`src/rtl/s2da_pkg.sv`:
```
package s2da_pkg;

  localparam int unsigned VALUE_W        = 32;
  localparam int unsigned CHAR_W         = 8;
  localparam int unsigned NUM_DIGITS     = 10;
  localparam int unsigned BCD_W          = 4 * NUM_DIGITS;
  localparam int unsigned BITS_PER_STAGE = 4;
  localparam int unsigned DD_STAGES      = VALUE_W / BITS_PER_STAGE;
  localparam int unsigned IDX_W          = 4;

  localparam logic [CHAR_W-1:0] ASCII_ZERO  = 8'd48;
  localparam logic [CHAR_W-1:0] ASCII_MINUS = 8'd45;

  // shift-and-add-3 working word: decimal digits above, binary bits below
  typedef struct packed {
    logic [BCD_W-1:0]   bcd;
    logic [VALUE_W-1:0] bin;
  } dd_t;

  // finished conversion handed to the character serializer
  typedef struct packed {
    logic                         neg;
    logic [NUM_DIGITS-1:0][3:0]   digits;
    logic [IDX_W-1:0]             top_idx;
  } conv_t;

  // several shift-and-add-3 steps, one pipeline stage worth
  function automatic dd_t dd_steps(dd_t a);
    dd_t        r;
    logic [3:0] d;
    r = a;
    for (int s = 0; s < BITS_PER_STAGE; s++) begin
      for (int k = 0; k < NUM_DIGITS; k++) begin
        d = r.bcd[4*k +: 4];
        if (d >= 4'd5) begin
          r.bcd[4*k +: 4] = d + 4'd3;
        end
      end
      {r.bcd, r.bin} = {r.bcd, r.bin} << 1;
    end
    return r;
  endfunction

  // position of the most significant nonzero digit, zero when all are zero
  function automatic logic [IDX_W-1:0] top_digit(logic [BCD_W-1:0] bcd);
    logic [IDX_W-1:0] hi;
    hi = '0;
    for (int k = 1; k < NUM_DIGITS; k++) begin
      if (bcd[4*k +: 4] != 4'd0) begin
        hi = IDX_W'(k);
      end
    end
    return hi;
  endfunction

endpackage

```
`src/rtl/signed_int_to_decimal_ascii.sv`:
```
// throughput: one character per cycle while out_tready is high; a number
// has 1 to 11 characters, all sent by the one-character serializer
// the conversion pipeline takes a new number every cycle while it has room
// reset: synchronous, active low; clears all valid bits and the serializer's busy, sign and index
module signed_int_to_decimal_ascii (
  input  logic        clk,
  input  logic        rst_n,
  // input channel
  input  logic        in_tvalid,
  output logic        in_tready,
  input  logic signed [31:0] in_tdata,  // [31:0] value
  // result channel
  output logic        out_tvalid,
  input  logic        out_tready,
  output logic [7:0]  out_tdata,        // [7:0] ascii_char
  output logic        out_tlast         // last_char
);

  // conversion pipeline to serializer
  logic            conv_valid;
  logic            conv_ready;
  s2da_pkg::conv_t conv;

  // stage 0 forms sign and magnitude, eight stages of shift-and-add-3
  // turn the 32-bit magnitude into ten decimal digits, a last stage
  // finds the leading digit; valid bits move with each word
  s2da_conv u_conv (
    .clk     (clk),
    .rst_n   (rst_n),
    .i_valid (in_tvalid),
    .i_ready (in_tready),
    .i_value (in_tdata),
    .o_valid (conv_valid),
    .o_ready (conv_ready),
    .o_conv  (conv)
  );

  // walks the sign and digits out one character per word, most
  // significant first, with no leading zeros; zero gives a single '0'
  s2da_ser u_ser (
    .clk     (clk),
    .rst_n   (rst_n),
    .i_valid (conv_valid),
    .i_ready (conv_ready),
    .i_conv  (conv),
    .o_valid (out_tvalid),
    .o_ready (out_tready),
    .o_char  (out_tdata),
    .o_last  (out_tlast)
  );

endmodule

```
`src/rtl/s2da_conv.sv`:
```
module s2da_conv (
  input  logic                                  clk,
  input  logic                                  rst_n,
  input  logic                                  i_valid,
  output logic                                  i_ready,
  input  logic signed [s2da_pkg::VALUE_W-1:0]   i_value,
  output logic                                  o_valid,
  input  logic                                  o_ready,
  output s2da_pkg::conv_t                       o_conv
);

  // stage 0: magnitude, stages 1..DD_STAGES: conversion, last: leading digit index
  localparam int unsigned LAST = s2da_pkg::DD_STAGES + 1;

  logic            v_r   [0:LAST];
  logic            rdy   [0:LAST+1];
  logic            neg_r [0:LAST];
  s2da_pkg::dd_t   dd_r  [0:s2da_pkg::DD_STAGES];
  s2da_pkg::conv_t out_r;
  logic [s2da_pkg::VALUE_W-1:0] mag_nxt;

  always_comb begin
    rdy[LAST+1] = o_ready;
    for (int i = int'(LAST); i >= 0; i--) begin
      rdy[i] = !v_r[i] || rdy[i+1];
    end
  end

  assign mag_nxt = i_value[s2da_pkg::VALUE_W-1] ? (~i_value + 1'b1) : i_value;

  always_ff @(posedge clk) begin
    if (!rst_n) begin
      for (int i = 0; i <= int'(LAST); i++) begin
        v_r[i] <= 1'b0;
      end
    end else begin
      if (rdy[0]) begin
        v_r[0] <= i_valid;
      end
      for (int i = 1; i <= int'(LAST); i++) begin
        if (rdy[i]) begin
          v_r[i] <= v_r[i-1];
        end
      end
    end
  end

  always_ff @(posedge clk) begin
    if (rdy[0]) begin
      neg_r[0]      <= i_value[s2da_pkg::VALUE_W-1];
      dd_r[0].bcd   <= '0;
      dd_r[0].bin   <= mag_nxt;
    end
    for (int i = 1; i <= int'(s2da_pkg::DD_STAGES); i++) begin
      if (rdy[i]) begin
        neg_r[i] <= neg_r[i-1];
        dd_r[i]  <= s2da_pkg::dd_steps(dd_r[i-1]);
      end
    end
    if (rdy[LAST]) begin
      neg_r[LAST]   <= neg_r[LAST-1];
      out_r.neg     <= neg_r[LAST-1];
      out_r.digits  <= dd_r[s2da_pkg::DD_STAGES].bcd;
      out_r.top_idx <= s2da_pkg::top_digit(dd_r[s2da_pkg::DD_STAGES].bcd);
    end
  end

  // no word is taken while reset is held
  assign i_ready = rdy[0] && rst_n;
  assign o_valid = v_r[LAST];
  assign o_conv  = out_r;

`ifndef ASSERT_OFF
  // the sign rides along with the digits of the same word
  a_neg_follow: assert property (@(posedge clk) disable iff (!rst_n)
    rdy[LAST] && v_r[LAST-1] |=> out_r.neg == neg_r[LAST])
    else $error("sign lost between last two stages");

  // a held result stage never moves while stalled
  a_hold: assert property (@(posedge clk) disable iff (!rst_n)
    o_valid && !o_ready |=> o_valid && $stable(out_r))
    else $error("conversion result changed under stall");

  // digit index never points past the digit array
  a_top: assert property (@(posedge clk) disable iff (!rst_n)
    o_valid |-> out_r.top_idx < s2da_pkg::IDX_W'(s2da_pkg::NUM_DIGITS))
    else $error("digit index out of range");
`endif

endmodule

```
`src/rtl/s2da_ser.sv`:
```
module s2da_ser (
  input  logic                            clk,
  input  logic                            rst_n,
  input  logic                            i_valid,
  output logic                            i_ready,
  input  s2da_pkg::conv_t                 i_conv,
  output logic                            o_valid,
  input  logic                            o_ready,
  output logic [s2da_pkg::CHAR_W-1:0]     o_char,
  output logic                            o_last
);

  logic                                  busy_r;
  logic                                  sign_r;
  logic [s2da_pkg::IDX_W-1:0]            idx_r;
  logic [s2da_pkg::NUM_DIGITS-1:0][3:0]  digits_r;
  logic                                  take;

  assign o_valid = busy_r;
  assign o_last  = !sign_r && (idx_r == '0);
  assign o_char  = sign_r ? s2da_pkg::ASCII_MINUS
                          : s2da_pkg::ASCII_ZERO + {4'd0, digits_r[idx_r]};
  // next number loads as the last character of the current one leaves
  assign i_ready = !busy_r || (o_ready && o_last);
  assign take    = i_valid && i_ready;

  always_ff @(posedge clk) begin
    if (!rst_n) begin
      busy_r <= 1'b0;
      sign_r <= 1'b0;
      idx_r  <= '0;
    end else if (take) begin
      busy_r   <= 1'b1;
      sign_r   <= i_conv.neg;
      idx_r    <= i_conv.top_idx;
      digits_r <= i_conv.digits;
    end else if (busy_r && o_ready) begin
      if (sign_r) begin
        sign_r <= 1'b0;
      end else if (idx_r == '0) begin
        busy_r <= 1'b0;
      end else begin
        idx_r <= idx_r - 1'b1;
      end
    end
  end

`ifndef ASSERT_OFF
  a_reset_idle: assert property (@(posedge clk)
    !rst_n |=> !busy_r)
    else $error("serializer busy after reset");

  a_char_set: assert property (@(posedge clk) disable iff (!rst_n)
    o_valid |-> (o_char == s2da_pkg::ASCII_MINUS) ||
                (o_char >= s2da_pkg::ASCII_ZERO && o_char <= s2da_pkg::ASCII_ZERO + 8'd9))
    else $error("character outside sign and digits");

  a_sign_not_last: assert property (@(posedge clk) disable iff (!rst_n)
    o_valid && sign_r |-> !o_last)
    else $error("sign marked as last character");

  a_count_down: assert property (@(posedge clk) disable iff (!rst_n)
    o_valid && o_ready && !sign_r && !o_last && !take |=> idx_r == $past(idx_r) - 1'b1)
    else $error("digit index skipped");
`endif

endmodule

```
`config.mk`:
```
export PLATFORM = sky130hd
export DESIGN_NAME = signed_int_to_decimal_ascii
export DESIGN_NICKNAME = d
export VERILOG_FILES = /design/src/rtl/s2da_pkg.sv /design/src/rtl/signed_int_to_decimal_ascii.sv /design/src/rtl/s2da_conv.sv /design/src/rtl/s2da_ser.sv
export SDC_FILE = /design/constraint.sdc
export NUM_CORES = 1
export LEC_CHECK = 0
export BUFFER_PORTS_ARGS = -buffer_cell sky130_fd_sc_hd__buf_2
export CORE_ASPECT_RATIO = 1.75
export CORE_MARGIN = 1.5
export CORE_UTILIZATION = 57
export CTS_CLUSTER_DIAMETER = 50
export DETAILED_ROUTE_END_ITERATION = 10
export PLACE_DENSITY_LB_ADDON = 0.05
export RECOVER_POWER = 25
export SLEW_MARGIN = 20
export SYNTH_ARGS = -nofsm -noshare
export SYNTH_HDL_FRONTEND = slang
export SYNTH_SLANG_ARGS = --single-unit
```
`constraint.sdc`:
```
create_clock -name clk -period 5.6 [get_ports clk]
set_input_delay 1.12 -clock clk [delete_from_list [all_inputs] [get_ports clk]]
set_output_delay 1.12 -clock clk [all_outputs]
set_load 0.02 [all_outputs]
```
* Yosys cells after proc, flatten, opt, wreduce, memory -nomap -nowiden
Memory sizes are Yosys's and may differ from the RTL's.
Cells that the tools add are included.
W data, S select, Z words.
** Word-level totals
- Register bits after elaboration :: 91
- Bits in writable memories :: 668
- Bits of input ports :: 36
- Output and inout port bits :: 11
- Logic and storage cells :: 1443
- Memories kept :: 3
** Cells by class
- Add/subtract/negate cells :: 323
- Order comparisons :: 321
- Eq/ne operators :: 2
- Multiplexer cells :: 713
- Bitwise gates (word level) :: 11
- Reduce and logical (&&, ||, !) cells :: 44
** Memories
- u_conv.dd_r :: depth 9, bits a word 72, rd ports 9, clocked after memory_dff 0, wr ports 9, RTL line s2da_conv.sv:18 : s2da_pkg::dd_t dd_r [0:s2da_pkg::DD_STAGES];
- u_conv.neg_r :: depth 10, bits a word 1, rd ports 9, clocked after memory_dff 0, wr ports 10, RTL line s2da_conv.sv:17 : logic neg_r [0:LAST];
- u_conv.v_r :: depth 10, bits a word 1, rd ports 10, clocked after memory_dff 0, wr ports 10, RTL line s2da_conv.sv:15 : logic v_r [0:LAST];
** Operators by type and width (count)
- $mux W4 :: 581
- $ge A4 B3 Y1 const B :: 320
- $add A4 B2 Y4 const B :: 288
- $mux W3 :: 68
- $add A3 B2 Y3 const B :: 32
- $mux W1 :: 59
- $reduce_bool A4 Y1 :: 9
- $add A32 B1 Y32 const B :: 1
- $mux W32 :: 1
- $not A32 Y32 :: 1
- $bmux W4 S4 :: 1
- $logic_not A1 Y1 :: 12
- $logic_or A1 B1 Y1 :: 11
- $or A1 B1 Y1 :: 10
- $mux W8 :: 1
- $add A6 B4 Y7 const A :: 1
- $reduce_and A3 Y1 :: 2
- $logic_and A1 B1 Y1 :: 5
- $lt A4 B5 Y1 const B :: 1
- $logic_not A4 Y1 :: 1
- $mux W2 :: 2
- $reduce_bool A2 Y1 :: 2
- $sub A4 B1 Y4 const B :: 1
- $ne A2 B1 Y1 const B :: 1
- 3 further kinds :: 3

* Logic depth before layout (Yosys ltp)
Gate-level depths: netlist of run 1.
- Depth after elaboration :: 23
- Gate-level depth with buffers :: 20

* Modules after synthesis
Synthesis of run 1 repeated with hierarchy kept, for this count alone.
** Second synthesis, totals
- Cell total of the unflattened synthesis :: 3202
- Area total of the unflattened synthesis :: 30815.8 sq um
** By module, submodules not included
- s2da_conv :: instances 1, cells each 3074, area an instance 28802.6 sq um, seq. area each 11711.2 sq um
- s2da_ser :: instances 1, cells each 128, area an instance 2013.2 sq um, seq. area each 1321.3 sq um

* Least setup slack after synthesis of run 1
OpenSTA, ideal clock, no wires.
- Kind :: reg2out
- From :: reg u_ser.idx_r[0] (netlist name)
- To :: out in_tready
- Arrival time :: 4.467 ns
- Data required time :: 4.480 ns
- Setup slack :: 0.013 ns
- Cell stages (with the launch flop) :: 15
- Buffers on the path :: 3
- Path through :: dfxtp_1 -> clkbuf_1 -> buf_1 -> inv_1 -> ha_1 -> nor4b_2 -> a21boi_0 -> and2_1 -> and3_1 -> and3_1 -> and3_1 -> and2_1 -> clkbuf_1 -> nand3_1 -> and2_1
** RTL lines
- start, declared :: RTL line s2da_ser.sv:15 : logic [s2da_pkg::IDX_W-1:0] idx_r;
- start signal, assigned :: RTL line s2da_ser.sv:35 : idx_r <= i_conv.top_idx;
- start signal, assigned :: RTL line s2da_ser.sv:43 : idx_r <= idx_r - 1'b1;
- end, declared :: RTL line signed_int_to_decimal_ascii.sv:10 : output logic in_tready,

==> reports/qor.yml, run 1 <==
grt_max_degree: 46
vias: 24612
tns_ps: 0
die_h_um: 312
cts.hold.buffers_added: 0
clk_path_buf_depth: 3
endpoint_kind: "output pin"
final_common_cell: "edfxtp_1"
status: "complete, no violations"
layout_common_cells: "edfxtp_1, o21ai_0, a21oi_1"
clk_latency_ps: 590
cts-root-buf: "clkbuf_16"
critPathSlowestCell: "dfxtp_1"
period_minus_slack_ps: 4880
dieArea_um2: 56000
syn-instance-count: 3254
antenna_found_initial: 3
drc: 0
max_freq_ghz: 0.205
grt-ovfl-total: 0
cts_tree: "done"
syn_avg_cell_area_um2: 9.55
relSlewSlack_pct: 20.7
grt_pass1_wl_um: 105000
postCtsSetupRepairBufs: 0
dr.first_iter.drc_count: 1337
htree_levels: 2
grt_pass1_vias: 24113
fill_cells: 4498
path_cells: "inv_1 > ha_1 > nor4b_2 > a21boi_0 > and2_1 > and3_1 > and3_1 > and3_1 > and2_1 > nand3_2 > and2_1 > buf_2"
synth.cell_area_um2: 31100
routed_wirelength_um: 63200
synth_top_family_by_area: "compound AO/OA/AOI/OAI gates"
synth_flop_cell: "edfxtp_1"
cts_buffers: 45
tightest_slew_ps: 1190
rsz0062_at_grt: "no"
r2r_setup_slack_ps: 950
crit_fanout: 10
cts.sinks: 439
initial_core_util_pct: 57.5
num-nets-final: 3452
dp.final_hpwl_um: 48000
crit_required_ps: 4480
viasPerCell: 6.16
skew_ps: 20.8
ant_nets: 0
fin_worst_hold_slack_ps: 417
synthMuxAreaShare_pct: 6.33
grt_usage_pct: 21.8
num_rows: 113
port_buffers: 43
clk_pin_slew_ps: 60
ys_seq_elements: 439
ios: 47
final_cells: 3997
dr.pass1.iters: 7
synthArstFlopShare_pct: 0
hp-class: "reg2reg"
wl_per_cell_um: 15.8
setup_viol: 0
synth.distinct_cells: 91
placed_cell_area_um2: 31900
synth_edf_count: 433
core_area_um2: 54000
gp_congestion: 0.829
path_class: "reg2out"
drv_slew: 0
cp.arrival_ps: 3760
synthXorXnorAreaFrac_pct: 5.48
die_w_um: 180
drive_gt1_share_pct: 8.63
synth-compound-area-share_pct: 22.6
fin_area_um2: 33500
cts_resized: 0
yosysWarnings: 0
areaGrowthSynthToFinish_pct: 7.76
finalCritPeriodShare_pct: 87.2
hold_viol: 0
yosysSeqAreaShare_pct: 42.2
synthSimpleGateAreaFrac_pct: 13.6
maxCapViolCount: 0
yosys.area_share.adder_pct: 6.10
placed_cells: 3910
worstSetupStartpointType: "flip-flop"
critPathMaxStageDelay_ps: 590
area by class of cell:
type / count / area (µm²) / share of cell area, %
timing repair buffer: 64 / 370 / 1.11
sequential: 439 / 13100 / 39.2
tap: 690 / 863 / 2.58
clock buffer: 48 / 1170 / 3.49
antenna: 3 / 7.51 / 0.0224
inverter: 201 / 754 / 2.25
multi-input combinational: 2516 / 16800 / 50.2
clock inverter: 36 / 383 / 1.14
worst max-delay path: cells and delay by family (launching register included):
kind	cells	cell delay [ps]
adders and majority gates	1	220
and+or+nand+nor	8	1770
DFF	1	590
AOI/OAI and AO/OA	1	310
buffers and inverters	2	300
state kept, by name, summed over array words and instances, names as in the netlist:
| register | count |
|---|---|
| u_ser.sign_r | 1 |
| u_conv.o_conv | 45 |
| u_ser.idx_r | 4 |
| u_ser.digits_r | 40 |
| u_conv.v_r | 10 |
| u_conv.neg_r | 9 |
| u_ser.o_valid | 1 |
| u_conv.dd_r | 329 |
metrics by stage:
stage	worst slack (ps)	utilization, %
6_report	716	62.0
5_1_grt	389	62.0
4_1_cts	649	62.0
3_5_place_dp	1030	59.1
3_3_place_gp	1250	59.1
2_1_floorplan	13.0	-
worst paths after layout:
kind,startpoint,to,cells past startpoint
setup / recovery,u_ser.idx_r[1]$_SDFFE_PN0P_,in_tready,12
hold reg to reg,u_conv.dd_r[0][81]$_DFFE_PP_,u_conv.dd_r[0][157]$_DFFE_PP_,0
hold / removal,u_conv.dd_r[0][81]$_DFFE_PP_,u_conv.dd_r[0][157]$_DFFE_PP_,0
setup reg to reg,u_conv.dd_r[0][104]$_DFFE_PP_,u_conv.dd_r[0][181]$_DFFE_PP_,16
Yosys cell counts (20+ instances only):
master | number | area share (%)
nor2_1 | 235 | 2.8
a21oi_1 | 303 | 4.9
a21o_1 | 25 | 0.60
and3_1 | 25 | 0.50
a31o_2 | 24 | 0.68
o22ai_1 | 32 | 0.64
o21ai_0 | 312 | 5.0
o21ai_1 | 21 | 0.34
nand3_1 | 46 | 0.74
a211oi_1 | 38 | 0.92
or3_1 | 28 | 0.56
nand2_1 | 238 | 2.9
a22oi_1 | 23 | 0.56
o211ai_1 | 20 | 0.48
o21a_1 | 25 | 0.60
xor2_1 | 24 | 0.68
o31ai_1 | 28 | 0.68
ha_1 | 149 | 6.0
nor3_1 | 60 | 0.97
mux2_2 | 72 | 2.6
nand2b_1 | 66 | 1.3
inv_1 | 201 | 2.4
nor3b_1 | 41 | 0.99
xnor2_1 | 164 | 4.6
nor2b_1 | 42 | 0.85
clkbuf_1 | 86 | 1.0
mux2i_1 | 92 | 3.0
and2_1 | 29 | 0.58
a31oi_1 | 91 | 1.8
edfxtp_1 | 433 | 42
kinds of logic (layout without fill, tap and decap cells):
| kind of cell | count (synthesis) | count (layout) |
|---|---|---|
| AND/OR/NAND/NOR | 867 | 867 |
| flip-flops | 439 | 439 |
| XOR/XNOR | 191 | 191 |
| adder cells (fa/ha/maj) | 152 | 152 |
| multiplexers | 176 | 176 |
| AO/OA/AOI/OAI | 1127 | 1127 |
| buffers and inverters | 300 | 349 |
| other | 2 | 6 |
layer usage:
metal	vias up	share of wire [%]	track usage (%)
met1	11791	34	19.1
met2	394	60	48.3
met5	-	0	0
li1	12303	-	-
met4	0	3.0	8.16
met3	124	2.3	1.88
Power of run 1 is left out: the tool's default activity adds up to more than one toggle a clock period on the data nets, which glitch-free logic cannot reach.
==> run 2, diff against run 1 <==
--- a/config.mk
+++ b/config.mk
@@ -9,6 +9,7 @@
 export CORE_ASPECT_RATIO = 1.75
 export CORE_MARGIN = 1.5
 export CORE_UTILIZATION = 57
+export CTS_BUF_LIST = sky130_fd_sc_hd__clkbuf_16
 export CTS_CLUSTER_DIAMETER = 50
 export DETAILED_ROUTE_END_ITERATION = 10
 export PLACE_DENSITY_LB_ADDON = 0.05
==> run 2 against run 1 <==
Die area unchanged; wire length hardly changed; cell area barely moved; critical path depth stayed put; flip-flop and latch count stayed put; register-to-register slack hardly changed; first-iteration DRC count decreased by 0.67%; count of clock-buffer cells in the layout is 2 lower; via count is essentially flat; non-clock buffer count is the same; final cell count did not move; worst hold slack about the same.
==> reports/qor.yml, run 2 (synthesis gave the netlist of run 1 again) <==
cp.arrival_ps: 3760  # about the same
grt_max_degree: 46  # unchanged
cts.hold.buffers_added: 0  # unchanged
whs_path_depth: 0  # unchanged
final_common_cell: "edfxtp_1"
grt_pass1_vias: 24112  # -0.0041%
ios: 47  # unchanged
antenna_found_initial: 3  # unchanged
drc: 0  # unchanged
crit_fanout: 10  # unchanged
crit_family: "simple AND/OR/NAND/NOR gates"
cts_buffers: 45  # unchanged
hp-class: "reg2reg"
status: "complete, no violations"
crit_required_ps: 4480  # about the same
path_cells: "inv_1 > ha_1 > nor4b_2 > a21boi_0 > and2_1 > and3_1 > and3_1 > and3_1 > and2_1 > nand3_2 > and2_1 > buf_2"
clk_pin_slew_ps: 60  # about the same
hold_end: "u_conv.dd_r[0][157]$_DFFE_PP_"
cts_tree: "done"
vias: 24622  # +0.041%
path_class: "reg2out"
core_area_um2: 54000  # unchanged
setup_viol: 0  # unchanged
dieArea_um2: 56000  # unchanged
drive_gt1_share_pct: 8.60  # -0.030 points
r2r-end: "u_conv.dd_r[0][181]$_DFFE_PP_"
clk_latency_ps: 590  # about the same
fill_cells: 4498  # unchanged
critPathSlowestCell: "dfxtp_1"
period_minus_slack_ps: 4880  # -0.139 ps
drv_slew: 0  # unchanged
dr.pass1.iters: 5  # -2
endpoint_kind: "output pin"
skew_ps: 20.7  # -0.133 ps
grt-ovfl-total: 0  # unchanged
wl_per_cell_um: 15.8  # about the same
dp.final_hpwl_um: 48000  # unchanged
rsz0062_at_grt: "no"
worstSetupStartpointType: "flip-flop"
viasPerCell: 6.16  # about the same
die_h_um: 312  # unchanged
largest_reg_flops: 329  # unchanged
cts_resized: 0  # unchanged
postCtsSetupRepairBufs: 0  # unchanged
grt_pass1_wl_um: 105000  # about the same
die_w_um: 180  # unchanged
grt_usage_pct: 21.8  # about the same
regMostFlops: "u_conv.dd_r"
reg2reg_depth: 16  # unchanged
areaGrowthSynthToFinish_pct: 7.73  # about the same
maxCapViolCount: 0  # unchanged
utilization_pct: 62.0  # about the same
initial_core_util_pct: 57.5  # unchanged
gp_congestion: 0.829  # unchanged
num-nets-final: 3452  # unchanged
routed_wirelength_um: 63100  # about the same
path_depth: 12  # unchanged
port_buffers: 43  # unchanged
max_freq_ghz: 0.205  # about the same
cts.sinks: 439  # unchanged
min_from: "u_conv.dd_r[0][81]$_DFFE_PP_"
ant_nets: 0  # unchanged
layout_common_cells: "edfxtp_1, o21ai_0, a21oi_1"
cts-root-buf: "clkbuf_16"
num_rows: 113  # unchanged
tightest_slew_ps: 1190  # +2.00 ps
hold_viol: 0  # unchanged
tns_ps: 0  # unchanged
clk_path_buf_depth: 3  # unchanged
path_buf_inv: 2  # unchanged
finalCritPeriodShare_pct: 87.2  # about the same
dr.first_iter.drc_count: 1328  # -0.67%
htree_levels: 2  # unchanged
relSlewSlack_pct: 20.5  # -0.13 points
critPathMaxStageDelay_ps: 590  # about the same
regArea_um2: 13100  # unchanged
multiInputGateArea_um2: 16800  # unchanged
r2r_setup_slack_ps: 950  # about the same
rr_startpoint: "u_conv.dd_r[0][104]$_DFFE_PP_"
==> run 2: changes by cell type in the layout (fill, tap and decap cells not counted) <==
cell      change
clkinv_1      +1
clkbuf_8      -1
inv_1         +1
clkbuf_1      -1
==> run 2: routing by layer <==
metal	global-route usage [%]	vias up	part of all wire [%]	wire, µm
li1	-	12306	-	-
met1	19.1	11809	34	21800
met2	48.3	379	60	38000
met3	1.88	128	2.2	1420
met4	8.16	0	3.0	1920
met5	0	-	0	0
==> run 2: layout make-up <==
type | count | area share [%]
Inverter | 201 | 2.25
Multi-Input combinational cell | 2516 | 50.2
Timing Repair Buffer | 64 | 1.11
Antenna cell | 3 | 0.0224
Sequential cell | 439 | 39.2
Tap cell | 690 | 2.58
Clock buffer | 46 | 3.44
Clock inverter | 38 | 1.17
==> run 2: worst reg2reg max path, delay by kind of cell, from the launching register on <==
kind	cells	cell delay (ps)
XOR/XNOR	2	720
multiplexers	1	690
buffers and inverters	2	260
AO/OA/AOI/OAI	6	1410
adder cells (fa/ha/maj)	3	750
flip-flops	1	410
AND/OR/NAND/NOR	2	170
==> run 2: through the flow <==
stage                     instances  worst slack, ps  hold WS (ps)  instance area (µm²)
after floorplan                3255             13.0           400                31100
after global placement         3910             1250           400                31900
after detailed placement       3910             1030           405                31900
after CTS                      3994              649           419                33500
after global routing           3997              389           424                33500
final                          3997              716           417                33500
==> run 2: worst max-delay path by stage <==
stage                                    end                          start
2_1_floorplan                      in_tready    u_ser.idx_r[0]$_SDFFE_PN0P_
3_3_place_gp                       in_tready                     out_tready
3_5_place_dp   u_conv.dd_r[0][181]$_DFFE_PP_  u_conv.dd_r[0][104]$_DFFE_PP_
4_1_cts                            in_tready    u_ser.idx_r[1]$_SDFFE_PN0P_
5_1_grt                            in_tready    u_ser.idx_r[1]$_SDFFE_PN0P_
6_report                           in_tready    u_ser.idx_r[1]$_SDFFE_PN0P_
Power of run 2 is left out for the same reason.
